**src/hdl/mma_pkg.sv**
```systemverilog
package mma_pkg;

  // Field widths of the channels
  localparam int CH_W       = 4;
  localparam int SAMP_W     = 16;
  localparam int VAL_W      = SAMP_W - 1;
  localparam int AVG_W      = 15;
  localparam int OUT_FILL_W = 3;

  // Configuration of the filter
  localparam int CHANNELS = 16;
  localparam int WINDOW   = 5;

  // Derived sizes
  localparam int CH_N      = 1 << CH_W;
  localparam int SUM_W     = VAL_W + ((WINDOW > 1) ? $clog2(WINDOW) : 0);
  localparam int FILL_W    = $clog2(WINDOW + 1);
  localparam int FILL_W1   = FILL_W + 1;
  localparam int FILL_N    = 1 << FILL_W;
  localparam int SLOT_W    = (WINDOW > 1) ? $clog2(WINDOW) : 1;
  localparam int MEM_DEPTH = CH_N * WINDOW;
  localparam int ADDR_W    = $clog2(MEM_DEPTH);
  localparam int RECIP_K   = SUM_W;
  localparam int RECIP_W   = RECIP_K + 1;
  localparam int PROD_W    = SUM_W + RECIP_W;
  localparam int QD_W      = SUM_W + FILL_W;

  typedef logic [CH_W-1:0]          chan_t;
  typedef logic signed [SAMP_W-1:0] sample_t;
  typedef logic [AVG_W-1:0]         avg_t;
  typedef logic [OUT_FILL_W-1:0]    ofill_t;

  typedef logic [RECIP_W-1:0] recip_arr_t [FILL_N];

  // Commands from the controller to the datapath
  typedef struct packed {
    logic accept;
    logic update;
    logic mul;
    logic finish;
  } ctrl_cmd_t;

  // Status from the datapath to the controller
  typedef struct packed {
    logic out_blocked;
  } dp_stat_t;

  // floor(2^RECIP_K / d) for every possible fill count, by long division
  function automatic recip_arr_t build_recip();
    recip_arr_t           t;
    logic [RECIP_W-1:0]   num;
    logic [RECIP_W-1:0]   q;
    logic [FILL_W1-1:0]   rem;
    for (int d = 0; d < FILL_N; d++) begin
      num = RECIP_W'(1) << RECIP_K;
      q   = '0;
      rem = '0;
      if (d != 0) begin
        for (int b = RECIP_W - 1; b >= 0; b--) begin
          rem = {rem[FILL_W1-2:0], num[b]};
          if (rem >= FILL_W1'(d)) begin
            rem  = rem - FILL_W1'(d);
            q[b] = 1'b1;
          end
        end
      end
      t[d] = q;
    end
    return t;
  endfunction

  localparam recip_arr_t RECIP = build_recip();

endpackage

```
**src/hdl/mma_if.sv**
```systemverilog
interface mma_in_if;
  logic               valid;
  logic               ready;
  mma_pkg::chan_t     channel;
  mma_pkg::sample_t   sample;

  modport source (output valid, output channel, output sample, input ready);
  modport sink   (input valid, input channel, input sample, output ready);
endinterface

interface mma_out_if;
  logic             valid;
  logic             ready;
  mma_pkg::chan_t   channel_out;
  mma_pkg::avg_t    average;
  mma_pkg::ofill_t  fill;

  modport source (output valid, output channel_out, output average, output fill,
                  input ready);
  modport sink   (input valid, input channel_out, input average, input fill,
                  output ready);
endinterface

```
**src/hdl/multichannel_moving_average_top.sv**
```systemverilog
// Multichannel boxcar moving average.
//
// in_chan carries a channel number and a signed 16-bit sample; a request is
// taken when valid and ready are both high. Negative samples count as zero.
// Each channel holds its last WINDOW samples, a fill count and a running sum.
// out_chan returns one result per request: the channel echoed, the truncated
// mean of the held samples and the number held.
//
// Requests are taken one at a time: ready returns only once the controller
// has gone through lookup and window read, read-modify-write of the channel
// state, reciprocal multiply, and quotient correction, which loads the result
// into the output register and waits while that register is still blocked.
//
// The output register lets a request be taken while the previous result
// waits; if the receiver still stalls when the next result is ready, the
// block holds it and ready stays low until the output register frees.
//
// Reset clears every channel's fill count, oldest slot and sum at once; the
// sample memory needs no clearing since a slot is read only after a write.
module multichannel_moving_average_top (
  input  logic       clk,
  input  logic       rst_n,
  mma_in_if.sink     in_chan,
  mma_out_if.source  out_chan
);
  import mma_pkg::*;

  ctrl_cmd_t cmd;
  dp_stat_t  stat;

  mma_ctrl u_ctrl (
    .clk      (clk),
    .rst_n    (rst_n),
    .in_valid (in_chan.valid),
    .in_ready (in_chan.ready),
    .stat     (stat),
    .cmd      (cmd)
  );

  mma_datapath u_datapath (
    .clk             (clk),
    .rst_n           (rst_n),
    .cmd             (cmd),
    .stat            (stat),
    .in_channel      (in_chan.channel),
    .in_sample       (in_chan.sample),
    .out_valid       (out_chan.valid),
    .out_ready       (out_chan.ready),
    .out_channel_out (out_chan.channel_out),
    .out_average     (out_chan.average),
    .out_fill        (out_chan.fill)
  );

endmodule

```
**src/hdl/mma_ctrl.sv**
```systemverilog
module mma_ctrl (
  input  logic                clk,
  input  logic                rst_n,
  input  logic                in_valid,
  output logic                in_ready,
  input  mma_pkg::dp_stat_t   stat,
  output mma_pkg::ctrl_cmd_t  cmd
);
  import mma_pkg::*;

  typedef enum logic [1:0] {
    S_IDLE,
    S_UPDATE,
    S_MUL,
    S_FIX
  } state_t;

  state_t state_r;
  state_t state_nxt;
  logic   ready_r;

  always_comb begin
    cmd.accept = in_valid && ready_r;
    cmd.update = (state_r == S_UPDATE);
    cmd.mul    = (state_r == S_MUL);
    cmd.finish = (state_r == S_FIX) && !stat.out_blocked;
  end

  always_comb begin
    state_nxt = state_r;
    case (state_r)
      S_IDLE: begin
        if (cmd.accept) state_nxt = S_UPDATE;
      end
      S_UPDATE: state_nxt = S_MUL;
      S_MUL:    state_nxt = S_FIX;
      S_FIX: begin
        // hold until the output register can take the result
        if (!stat.out_blocked) state_nxt = S_IDLE;
      end
      default:  state_nxt = S_IDLE;
    endcase
  end

  always_ff @(posedge clk) begin
    if (!rst_n) begin
      state_r <= S_IDLE;
      ready_r <= 1'b0;
    end else begin
      state_r <= state_nxt;
      ready_r <= (state_nxt == S_IDLE);
    end
  end

  assign in_ready = ready_r;

endmodule

```
**src/hdl/mma_datapath.sv**
```systemverilog
module mma_datapath (
  input  logic                clk,
  input  logic                rst_n,
  input  mma_pkg::ctrl_cmd_t  cmd,
  output mma_pkg::dp_stat_t   stat,
  input  mma_pkg::chan_t      in_channel,
  input  mma_pkg::sample_t    in_sample,
  output logic                out_valid,
  input  logic                out_ready,
  output mma_pkg::chan_t      out_channel_out,
  output mma_pkg::avg_t       out_average,
  output mma_pkg::ofill_t     out_fill
);
  import mma_pkg::*;

  // Per-channel state
  logic [FILL_W-1:0] chan_fill_r [CH_N];
  logic [SLOT_W-1:0] chan_slot_r [CH_N];
  logic [SUM_W-1:0]  chan_sum_r  [CH_N];

  // Window sample memory
  logic [VAL_W-1:0]  mem [MEM_DEPTH];
  logic [VAL_W-1:0]  rd_data_r;
  logic [ADDR_W-1:0] rd_addr;
  logic [ADDR_W-1:0] wr_addr;

  // Request held across the update
  chan_t             ch_r;
  logic [VAL_W-1:0]  samp_r;
  logic              ok_r;
  logic              full_r;
  logic [SLOT_W-1:0] slot_r;
  logic [SUM_W-1:0]  sum_r;
  logic [FILL_W-1:0] fill_r;

  // Division pipeline
  logic [SUM_W-1:0]  nsum_r;
  logic [FILL_W-1:0] nfill_r;
  logic [PROD_W-1:0] prod_r;

  // Output register
  logic              out_valid_r;
  chan_t             out_ch_r;
  avg_t              out_avg_r;
  ofill_t            out_fill_r;

  logic              in_ok;
  logic              in_full;
  logic [SLOT_W-1:0] in_slot;
  logic [VAL_W-1:0]  in_clamped;
  logic [SUM_W-1:0]  sum_nxt;
  logic [FILL_W-1:0] fill_nxt;
  logic [SLOT_W-1:0] slot_nxt;
  logic [SUM_W-1:0]  q_est;
  logic [QD_W-1:0]   qd;
  logic [SUM_W-1:0]  rem;
  logic [SUM_W-1:0]  quot;

  // Accept: look up the channel and read the slot to be written (oldest once full)
  always_comb begin
    in_ok      = int'(in_channel) < CHANNELS;
    in_full    = (chan_fill_r[in_channel] == FILL_W'(WINDOW));
    in_slot    = in_full ? chan_slot_r[in_channel] : SLOT_W'(chan_fill_r[in_channel]);
    in_clamped = in_sample[SAMP_W-1] ? '0 : in_sample[VAL_W-1:0];
    rd_addr    = ADDR_W'(in_channel) * ADDR_W'(WINDOW) + ADDR_W'(in_slot);
    wr_addr    = ADDR_W'(ch_r) * ADDR_W'(WINDOW) + ADDR_W'(slot_r);
  end

  always_ff @(posedge clk) begin
    if (cmd.accept) begin
      rd_data_r <= mem[rd_addr];
      ch_r      <= in_channel;
      samp_r    <= in_clamped;
      ok_r      <= in_ok;
      full_r    <= in_full;
      slot_r    <= in_slot;
      sum_r     <= chan_sum_r[in_channel];
      fill_r    <= chan_fill_r[in_channel];
    end
    if (cmd.update && ok_r) begin
      mem[wr_addr] <= samp_r;
    end
  end

  // Update: drop the oldest sample when full, add the new one
  always_comb begin
    sum_nxt  = sum_r - (full_r ? SUM_W'(rd_data_r) : '0) + SUM_W'(samp_r);
    fill_nxt = full_r ? FILL_W'(WINDOW) : fill_r + FILL_W'(1);
    if (!full_r) begin
      slot_nxt = '0;
    end else if (slot_r == SLOT_W'(WINDOW - 1)) begin
      slot_nxt = '0;
    end else begin
      slot_nxt = slot_r + SLOT_W'(1);
    end
  end

  always_ff @(posedge clk) begin
    if (!rst_n) begin
      for (int i = 0; i < CH_N; i++) begin
        chan_fill_r[i] <= '0;
        chan_slot_r[i] <= '0;
        chan_sum_r[i]  <= '0;
      end
    end else if (cmd.update && ok_r) begin
      chan_fill_r[ch_r] <= fill_nxt;
      chan_slot_r[ch_r] <= slot_nxt;
      chan_sum_r[ch_r]  <= sum_nxt;
    end
  end

  always_ff @(posedge clk) begin
    if (cmd.update) begin
      nsum_r  <= ok_r ? sum_nxt : '0;
      nfill_r <= ok_r ? fill_nxt : '0;
    end
    if (cmd.mul) begin
      prod_r <= PROD_W'(nsum_r) * PROD_W'(RECIP[nfill_r]);
    end
  end

  // Reciprocal estimate is the quotient or one below it: correct once
  always_comb begin
    q_est = prod_r[RECIP_K +: SUM_W];
    qd    = QD_W'(q_est) * QD_W'(nfill_r);
    rem   = nsum_r - qd[SUM_W-1:0];
    quot  = (rem >= SUM_W'(nfill_r)) ? q_est + SUM_W'(1) : q_est;
  end

  always_ff @(posedge clk) begin
    if (!rst_n) begin
      out_valid_r <= 1'b0;
    end else if (cmd.finish) begin
      out_valid_r <= 1'b1;
    end else if (out_ready) begin
      out_valid_r <= 1'b0;
    end
  end

  always_ff @(posedge clk) begin
    if (cmd.finish) begin
      out_ch_r   <= ch_r;
      out_avg_r  <= ok_r ? AVG_W'(quot) : '0;
      out_fill_r <= ok_r ? OUT_FILL_W'(nfill_r) : '0;
    end
  end

  assign stat.out_blocked = out_valid_r && !out_ready;
  assign out_valid        = out_valid_r;
  assign out_channel_out  = out_ch_r;
  assign out_average      = out_avg_r;
  assign out_fill         = out_fill_r;

endmodule

```
**src/flat_wrapper.sv**
```systemverilog
// flat-port wrapper written by rule: the top's interface ports become plain ports
module multichannel_moving_average_top_flat import mma_pkg::*;
  (clk, rst_n, in_chan_valid, in_chan_channel, in_chan_sample, in_chan_ready, out_chan_valid, out_chan_channel_out, out_chan_average, out_chan_fill, out_chan_ready);
  mma_in_if in_chan_i ();
  mma_out_if out_chan_i ();
  input  logic clk;
  input  logic rst_n;
  input wire logic [$bits(in_chan_i.valid)-1:0] in_chan_valid;
  input wire logic [$bits(in_chan_i.channel)-1:0] in_chan_channel;
  input wire logic [$bits(in_chan_i.sample)-1:0] in_chan_sample;
  output wire logic [$bits(in_chan_i.ready)-1:0] in_chan_ready;
  output wire logic [$bits(out_chan_i.valid)-1:0] out_chan_valid;
  output wire logic [$bits(out_chan_i.channel_out)-1:0] out_chan_channel_out;
  output wire logic [$bits(out_chan_i.average)-1:0] out_chan_average;
  output wire logic [$bits(out_chan_i.fill)-1:0] out_chan_fill;
  input wire logic [$bits(out_chan_i.ready)-1:0] out_chan_ready;
  assign in_chan_i.valid = in_chan_valid;
  assign in_chan_i.channel = in_chan_channel;
  assign in_chan_i.sample = in_chan_sample;
  assign in_chan_ready = in_chan_i.ready;
  assign out_chan_valid = out_chan_i.valid;
  assign out_chan_channel_out = out_chan_i.channel_out;
  assign out_chan_average = out_chan_i.average;
  assign out_chan_fill = out_chan_i.fill;
  assign out_chan_i.ready = out_chan_ready;
  multichannel_moving_average_top u_core (.clk(clk), .rst_n(rst_n), .in_chan(in_chan_i), .out_chan(out_chan_i));
endmodule
```
**config.mk**
```make
export PLATFORM = sky130hd
export DESIGN_NAME = multichannel_moving_average_top_flat
export DESIGN_NICKNAME = d
export VERILOG_FILES = /design/src/hdl/mma_pkg.sv /design/src/hdl/mma_if.sv /design/src/hdl/multichannel_moving_average_top.sv /design/src/hdl/mma_ctrl.sv /design/src/hdl/mma_datapath.sv /design/src/flat_wrapper.sv
export SDC_FILE = /design/constraint.sdc
export NUM_CORES = 2
export LEC_CHECK = 0
export BUFFER_PORTS_ARGS = -buffer_cell sky130_fd_sc_hd__buf_4
export CORE_MARGIN = 2
export CORE_UTILIZATION = 55
export DETAILED_ROUTE_END_ITERATION = 12
export PLACE_DENSITY = 0.71
export SYNTH_ARGS = -nofsm -noshare
export SYNTH_HDL_FRONTEND = slang
export SYNTH_SLANG_ARGS = --single-unit
```
**constraint.sdc**
```tcl
create_clock -name clk -period 12.2 [get_ports clk]
set_input_delay 3.66 -clock clk [delete_from_list [all_inputs] [get_ports clk]]
set_output_delay 3.66 -clock clk [all_outputs]
set_load 0.05 [all_outputs]
```
== Word-level counts from Yosys, hierarchy flattened ==
Memory sizes are Yosys's and may differ from the RTL's. A register that Yosys moved wholly into a read port is not among the register bits.
Cells that the tools add are included.

* Register bits after elaboration: 109
* Memory bits (writable): 1584
* Bits in read-only memories: 152
* Bits of input ports: 24
* Output and inout port bits: 24
* Memories kept: 5

{| class="wikitable"
|+ Memory list
! memory !! words !! bits a word !! rd ports !! clocked after memory_dff !! write ports !! RTL line !! text
|-
| u_core.u_datapath.mem || 80 || 15 || 1 || 1 || 1 || mma_datapath.sv:22 || <nowiki>logic [VAL_W-1:0] mem [MEM_DEPTH];</nowiki>
|-
| u_core.u_datapath.chan_sum_r || 16 || 18 || 1 || 1 || 16 || mma_datapath.sv:19 || <nowiki>logic [SUM_W-1:0] chan_sum_r [CH_N];</nowiki>
|-
| (no name shown) || 8 || 19 || 1 || 0 || 0 || mma_datapath.sv:118 || <nowiki>prod_r <= PROD_W'(nsum_r) * PROD_W'(RECIP[nfill_r]);</nowiki>
|-
| u_core.u_datapath.chan_fill_r || 16 || 3 || 1 || 0 || 16 || mma_datapath.sv:17 || <nowiki>logic [FILL_W-1:0] chan_fill_r [CH_N];</nowiki>
|-
| u_core.u_datapath.chan_slot_r || 16 || 3 || 1 || 0 || 16 || mma_datapath.sv:18 || <nowiki>logic [SLOT_W-1:0] chan_slot_r [CH_N];</nowiki>
|}

* Add/sub/neg operators: 8
* Multipliers: 4
* Magnitude comparators: 2
* Eq/ne operators: 5
* Multiplexer cells: 27
* Bitwise logic cells: 1
* Reduce and logical (&&, ||, !) cells: 11

{| class="wikitable"
|+ Operators with widths
! cell !! count
|-
| 19-bit 2-to-1 mux || 2
|-
| 18-bit by 19-bit multiplier with 36-bit output || 1
|-
| 15-bit 2-to-1 mux || 2
|-
| 18-bit by 15-bit adder with 18-bit output || 1
|-
| 18-bit by 3-bit >= comparator with 1-bit output || 1
|-
| 18-bit by 3-bit multiplier with 18-bit output || 1
|-
| 18-bit 2-to-1 mux || 1
|-
| 3-bit 2-to-1 mux || 6
|-
| 18-bit OR reduction || 1
|-
| 18-bit by 15-bit subtractor with 18-bit output || 1
|-
| 18-bit subtractor || 1
|-
| 15-bit by 1-bit adder with 15-bit output (second input constant) || 1
|-
| 7-bit by 3-bit adder with 7-bit output || 2
|-
| 4-bit by 3-bit multiplier with 7-bit output (second input constant) || 2
|-
| 4-bit 2-to-1 mux || 3
|-
| 1-bit 2-to-1 mux || 10
|-
| 2-bit one-hot mux with 4 select lines || 1
|-
| 3-bit by 1-bit adder with 3-bit output (second input constant) || 2
|-
| 3-bit == test (second input constant) || 2
|-
| 3-bit OR reduction || 2
|-
| 2-bit == test (second input constant) || 2
|-
| 4-bit >= comparator (second input constant) || 1
|-
| 2-bit logical NOT || 2
|-
| 2-bit 2-to-1 mux || 2
|-
| other kinds (5) || 8
|}

== Depth between registers and ports, before layout ==
* Depth in word-level cells: 6
* Mapped depth: 29

== Modules after synthesis ==
A second synthesis with hierarchy kept.

* Cell total of the unflattened synthesis: 4674
* Area total of the unflattened synthesis: 80203.2 um^2

{| class="wikitable"
|+ By module, submodules not included
! module !! times used !! cells each !! area an instance (um^2)
|-
| mma_datapath || 1 || 4659 || 80064.3
|-
| mma_ctrl || 1 || 15 || 138.9
|}

== Worst setup path before layout ==
Ideal clock, no wire load.

* Path type: input to register
* From: input port in_chan_channel[0]
* To: register u_core.u_datapath.rd_data_r[10] (read register of u_core.u_datapath.mem) (data pin)
* Data arrival time: 8821 ps
* Required time: 11940 ps
* Setup slack: 3119 ps
* Cell stages on the path: 16
* Cell sequence: buf_2 buf_2 buf_2 mux4_2 mux4_2 a21o_1 ha_1 ha_1 inv_1 fa_1 clkbuf_1 clkbuf_1 mux4_2 mux4_2 mux4_2 mux2_2

* Word-level cells in the longest chain between the ends: 4
* Elaborated cells between the ends (all ways): 6

{| class="wikitable"
|+ RTL lines
! item !! RTL line !! text
|-
| start: declaration || flat_wrapper.sv:9 || <nowiki>input wire logic [$bits(in_chan_i.channel)-1:0] in_chan_channel;</nowiki>
|-
| memory 16 x 3 bit || - ||
|-
| 3-bit == test || mma_datapath.sv:62 || <nowiki>in_full = (chan_fill_r[in_channel] == FILL_W'(WINDOW));</nowiki>
|-
| 3-bit 2-to-1 mux (*) || mma_datapath.sv:63 || <nowiki>in_slot = in_full ? chan_slot_r[in_channel] : SLOT_W'(chan_fill_r[in_channel]);</nowiki>
|-
| via u_core.u_datapath.in_slot[1] || mma_datapath.sv:49 || <nowiki>logic [SLOT_W-1:0] in_slot;</nowiki>
|-
| 7-bit by 3-bit adder with 7-bit output (*) || mma_datapath.sv:65 || <nowiki>rd_addr = ADDR_W'(in_channel) * ADDR_W'(WINDOW) + ADDR_W'(in_slot);</nowiki>
|-
| end: declaration || mma_datapath.sv:23 || <nowiki>logic [VAL_W-1:0] rd_data_r;</nowiki>
|}

The timed path passes the listed nets; every way through them passes the cells marked *.
A chain may end at the register's enable or synchronous reset.

== Worst setup path after layout ==
* From: input port in_chan_channel[0]
* To: register u_core.u_datapath.rd_data_r[4] (read register of u_core.u_datapath.mem) (data pin)

* Word-level cells in the longest chain between the ends: 4
* Elaborated cells between the ends (all ways): 6

{| class="wikitable"
|+ RTL lines
! item !! RTL line !! text
|-
| memory 16 x 3 bit || - ||
|-
| 3-bit == test || mma_datapath.sv:62 ||
|-
| via u_core.u_datapath.in_full || mma_datapath.sv:48 || <nowiki>logic in_full;</nowiki>
|-
| 3-bit 2-to-1 mux || mma_datapath.sv:63 ||
|-
| via u_core.u_datapath.in_slot[1] || mma_datapath.sv:49 ||
|-
| 7-bit by 3-bit adder with 7-bit output || mma_datapath.sv:65 ||
|}

The timed path passes the listed nets, and every way through them passes these cells.

==> flow_summary_export.csv <==
group,metric,value,unit
worst_setup_path,setup.worst_path.end_class,"flop",
route,routed_wire_length_per_instance,28.4,µm
synth,post_synthesis_sequential_area_ratio,63.8,%
route,drt_first_iter_violations,5236,
worst_setup_path,critical_path_required_time,12.74,ns
global_route,grt_use_total,26.8,%
sta,max_clock_freq,104,MHz
worst_setup_path,cp_max_fo,58,
worst_setup_path,ff2ff_path_depth,27,
cts,cts_max_path_buffers,3,
worst_hold_path,worstHoldEndpoint,"u_core.u_datapath.out_fill[2]$_DFFE_PP_",
sta,setup_viol_count_final,0,
cts,cts-root-buf,"sky130_fd_sc_hd__clkbuf_16",
route,routed-via-count,42461,
worst_setup_path,critical_path.reg2reg.endpoint,"u_core.u_datapath.prod_r[35]$_DFFE_PP_",
global_route,overflow,0,
route,post-route-drc-count,0,
status,status,"finished, final reports clean",
global_route,grt_first_pass_wirelength,287000,µm
cells_and_area,n_fill_cell,10283,
cts,post_cts_resized,0,
placement,dpl_worst_slack,1.78,ns
cts,tritoncts_clock_tree,"done",
synth,synth_nets,5185,
sta,max-slew-margin-rel,13.3,%
floorplan,design.portCount,48,
sta,report.final.hold_viol_count,0,
sta,timing_worst_slew_pin_value,1.30,ns
cts,clock_tree.htree_level_count,4,
sta,fin_ws,2.60,ns
placement,globalplace.congestion,0.883,
sta,drv_slew,0,
worst_hold_path,hold_path_startpoint,"u_core.u_datapath.nfill_r[2]$_DFFE_PP_",
cts,post_cts_setup_driven_buffer_insertion_count,0,
floorplan,die_area,149000,µm²
route,wl,195000,µm
global_route,largest_net_degree_at_the_start_of_global_routing,82,
cts,worst_skew_pair.late_latency,0.81,ns
route,drtPass1Iterations,5,
route,avgViaCountPerCell,6.18,
synth,ys_types,73,
power,peak_ir_drop_on_the_vdd_network,168,µV
placement,buffer_ports.inserted,47,
floorplan,chipHeight,386,µm
worst_hold_path,class_of_the_worst_hold_path,"flop to flop",
route,detail-route-antenna-nets,0,
worst_hold_path,whs_path_depth,0,
global_route,first_global_vias,43089,
cts,tritoncts_num_sinks,1708,
worst_setup_path,timing.rr.start,"u_core.u_datapath.nfill_r[1]$_DFFE_PP_",
sta,finalCritPeriodShare,78.7,%
worst_setup_path,arrival,10.13,ns
worst_setup_path,regToRegSetupSlack,2.89,ns
power,power.static_leakage,32.1,nW
synth,synthesis.area_per_instance,17.2,µm²
power,pwr_density_cell,190,nW/µm²
floorplan,floorplan.initialDensity,55.3,%
cells_and_area,design.final.nets,5335,
sta,rsz0062_at_grt,"false",
cells_and_area,design_area,88600,µm²
floorplan,num_rows,140,
sta,skew,0.0410,ns
cts,cts-hold-fix-buffers,0,
cells_and_area,final_layout_size_suffix_gt1_share,20.2,%
placement,postPlaceCellArea,83600,µm²
global_route,antenna_found_initial,9,
placement,dp_hpwl,118000,µm
sta,finalCriticalPeriod,9.60,ns
synth,synth-edff-count,1704,
cts,cts_made_buffers,162,
synth,yosys_reg_bits,1708,
sta,setup_total_negative_slack,0,ns
worst_setup_path,timing_worst_setup_path_type,"input pin to flop",
worst_setup_path,critical_path.startpoint_type,"input pin",
flow_run,max_cap_violations,0,
floorplan,placeableCoreArea,145000,µm²
synth,synth-main-ff-cell,"sky130_fd_sc_hd__edfxtp_1",
floorplan,die_w,386,µm
cells_and_area,flow.area_growth_from_synthesis,10.4,%
synth,postSynth.asyncResetShare,0,%
synth,count_of_warnings_emitted_by_yosys,0,
synth,netlist_instances,4680,
synth,synth_area,80300,µm²
cts,clock_pin_slew_on_the_worst_setup_and_hold_paths,0.06,ns
worst max-delay path by stage:
stage	from	end	slack (ns)	cells after the start
2_1_floorplan	in_chan_channel[0]	u_core.u_datapath.rd_data_r[10]$_DFFE_PP_	3.12	16
3_3_place_gp	in_chan_channel[0]	u_core.u_datapath.rd_data_r[4]$_DFFE_PP_	1.85	15
3_5_place_dp	in_chan_channel[0]	u_core.u_datapath.rd_data_r[4]$_DFFE_PP_	1.78	15
4_1_cts	in_chan_channel[0]	u_core.u_datapath.rd_data_r[4]$_DFFE_PP_	2.62	15
5_1_grt	u_core.u_datapath.nfill_r[1]$_DFFE_PP_	u_core.u_datapath.prod_r[35]$_DFFE_PP_	2.44	27
6_report	in_chan_channel[0]	u_core.u_datapath.rd_data_r[4]$_DFFE_PP_	2.60	15
metal layers:
layer	vias up	part of all wire, %	global-route usage (%)
met5	-	0.0077	0
met4	2	3.0	8.39
met3	306	9.2	4.02
met2	2326	49	43.0
met1	22174	39	38.5
li1	17653	-	-
synth_stat cells, drive strengths merged, types with 5 or more instances:
cell,instances,area share [%]
nor2,475,2.2
mux2i,5,0.062
and2,129,1.0
nand2b,13,0.10
and3,31,0.24
nand2,194,0.91
buf,55,0.33
inv,516,2.4
mux4,510,14
o21a,5,0.047
ha,177,2.8
nor2b,38,0.30
o21ai,26,0.16
a21oi,35,0.22
fa,304,7.6
nand3,25,0.16
a21boi,6,0.056
a31oi,21,0.16
clkbuf,179,0.84
a211oi,6,0.062
mux2,17,0.24
o211ai,5,0.047
xor2,31,0.34
a21o,20,0.19
xnor2,39,0.43
nor3,30,0.19
nand4,8,0.062
o21bai,10,0.094
edfxtp,1704,64
kinds of logic (layout without fill, tap and decap cells):
family | count (synthesis) | after routing | synth area share [%]
XOR/XNOR | 70 | 70 | 0.764
multiplexers | 532 | 532 | 14.6
adder cells (fa/ha/maj) | 481 | 481 | 10.3
flip-flops | 1708 | 1708 | 63.8
buffers and inverters | 751 | 1023 | 3.58
AO/OA/AOI/OAI | 166 | 166 | 1.39
AND/OR/NAND/NOR | 972 | 972 | 5.48
other | 0 | 3 | 0
state kept, by name, indices dropped and copies added, names as in the netlist, 15 cells and up:
register,cells
u_core.u_datapath.sum_r,18
u_core.u_datapath.prod_r,18
u_core.u_datapath.chan_fill_r,48
u_core.u_datapath.mem,1200
u_core.u_datapath.chan_slot_r,48
u_core.u_datapath.out_average,15
u_core.u_datapath.nsum_r,18
u_core.u_datapath.rd_data_r,15
u_core.u_datapath.chan_sum_r,288
u_core.u_datapath.samp_r,15
per-stage QoR:
| stage | power, mW | hold slack (ns) | instances | utilization (%) |
|---|---|---|---|---|
| after floorplan | 10.7 | 0.538 | 4680 | - |
| after global placement | 12.1 | 0.488 | 6583 | 57.6 |
| after detailed placement | 12.2 | 0.488 | 6583 | 57.6 |
| after CTS | 16.9 | 0.510 | 6869 | 61.0 |
| after global routing | 17.7 | 0.518 | 6869 | 61.0 |
| final | 16.8 | 0.509 | 6872 | 61.0 |
layout make-up:
cell class              instances  area [µm²]  share of cell area, %
diodes                          3        7.51                0.00847
clock buffers                 206        4340                   4.89
clock inverters                80         654                  0.738
inverters                     517        1940                   2.19
multi-input cells            2221       26300                   29.6
flip-flops and latches       1708       51200                   57.8
well taps                    1917        2400                   2.71
repair buffers                220        1760                   1.98
power by group:
part	total [mW]	internal, mW	switching (mW)
Combinational	5.22	2.26	2.96
Sequential	6.81	6.68	0.130
Clock	4.80	2.67	2.14
Total	16.8	11.6	5.23
layout by cell type (no fill, tap or decap), types with 5 or more instances in the layout:
master and n:
sky130_fd_sc_hd__a21boi_0 5, sky130_fd_sc_hd__a21o_1 20, sky130_fd_sc_hd__a21oi_1 34, sky130_fd_sc_hd__a31oi_1 21, sky130_fd_sc_hd__and2_1 128, sky130_fd_sc_hd__and3_1 31, sky130_fd_sc_hd__buf_12 8, sky130_fd_sc_hd__buf_4 211
sky130_fd_sc_hd__bufinv_16 7, sky130_fd_sc_hd__clkbuf_1 38, sky130_fd_sc_hd__clkbuf_16 167, sky130_fd_sc_hd__clkinv_1 30, sky130_fd_sc_hd__clkinv_2 29, sky130_fd_sc_hd__edfxtp_1 1704, sky130_fd_sc_hd__fa_1 303, sky130_fd_sc_hd__ha_1 175
sky130_fd_sc_hd__inv_1 516, sky130_fd_sc_hd__mux2_2 16, sky130_fd_sc_hd__mux2i_1 5, sky130_fd_sc_hd__mux4_2 510, sky130_fd_sc_hd__nand2_1 193, sky130_fd_sc_hd__nand2b_1 13, sky130_fd_sc_hd__nand3_1 25, sky130_fd_sc_hd__nand4_1 8
sky130_fd_sc_hd__nor2_1 469, sky130_fd_sc_hd__nor2_2 6, sky130_fd_sc_hd__nor2b_1 34, sky130_fd_sc_hd__nor3_1 30, sky130_fd_sc_hd__o211ai_1 5, sky130_fd_sc_hd__o21a_1 5, sky130_fd_sc_hd__o21ai_0 26, sky130_fd_sc_hd__o21bai_1 10
sky130_fd_sc_hd__xnor2_1 37, sky130_fd_sc_hd__xor2_1 30
worst max-delay path, stage by stage:
cell,delay (ns)
sky130_fd_sc_hd__buf_6,0.58
sky130_fd_sc_hd__mux4_2,0.60
sky130_fd_sc_hd__mux4_2,0.53
sky130_fd_sc_hd__nor2b_1,0.17
sky130_fd_sc_hd__and2_1,0.17
sky130_fd_sc_hd__a21o_1,0.19
sky130_fd_sc_hd__ha_1,0.32
sky130_fd_sc_hd__ha_4,0.14
sky130_fd_sc_hd__inv_1,0.05
sky130_fd_sc_hd__fa_4,1.27
sky130_fd_sc_hd__buf_4,0.59
sky130_fd_sc_hd__mux4_2,0.40
sky130_fd_sc_hd__mux4_2,0.55
sky130_fd_sc_hd__mux4_2,0.49
sky130_fd_sc_hd__mux2_2,0.28
Power figures use the tool's default switching activity.
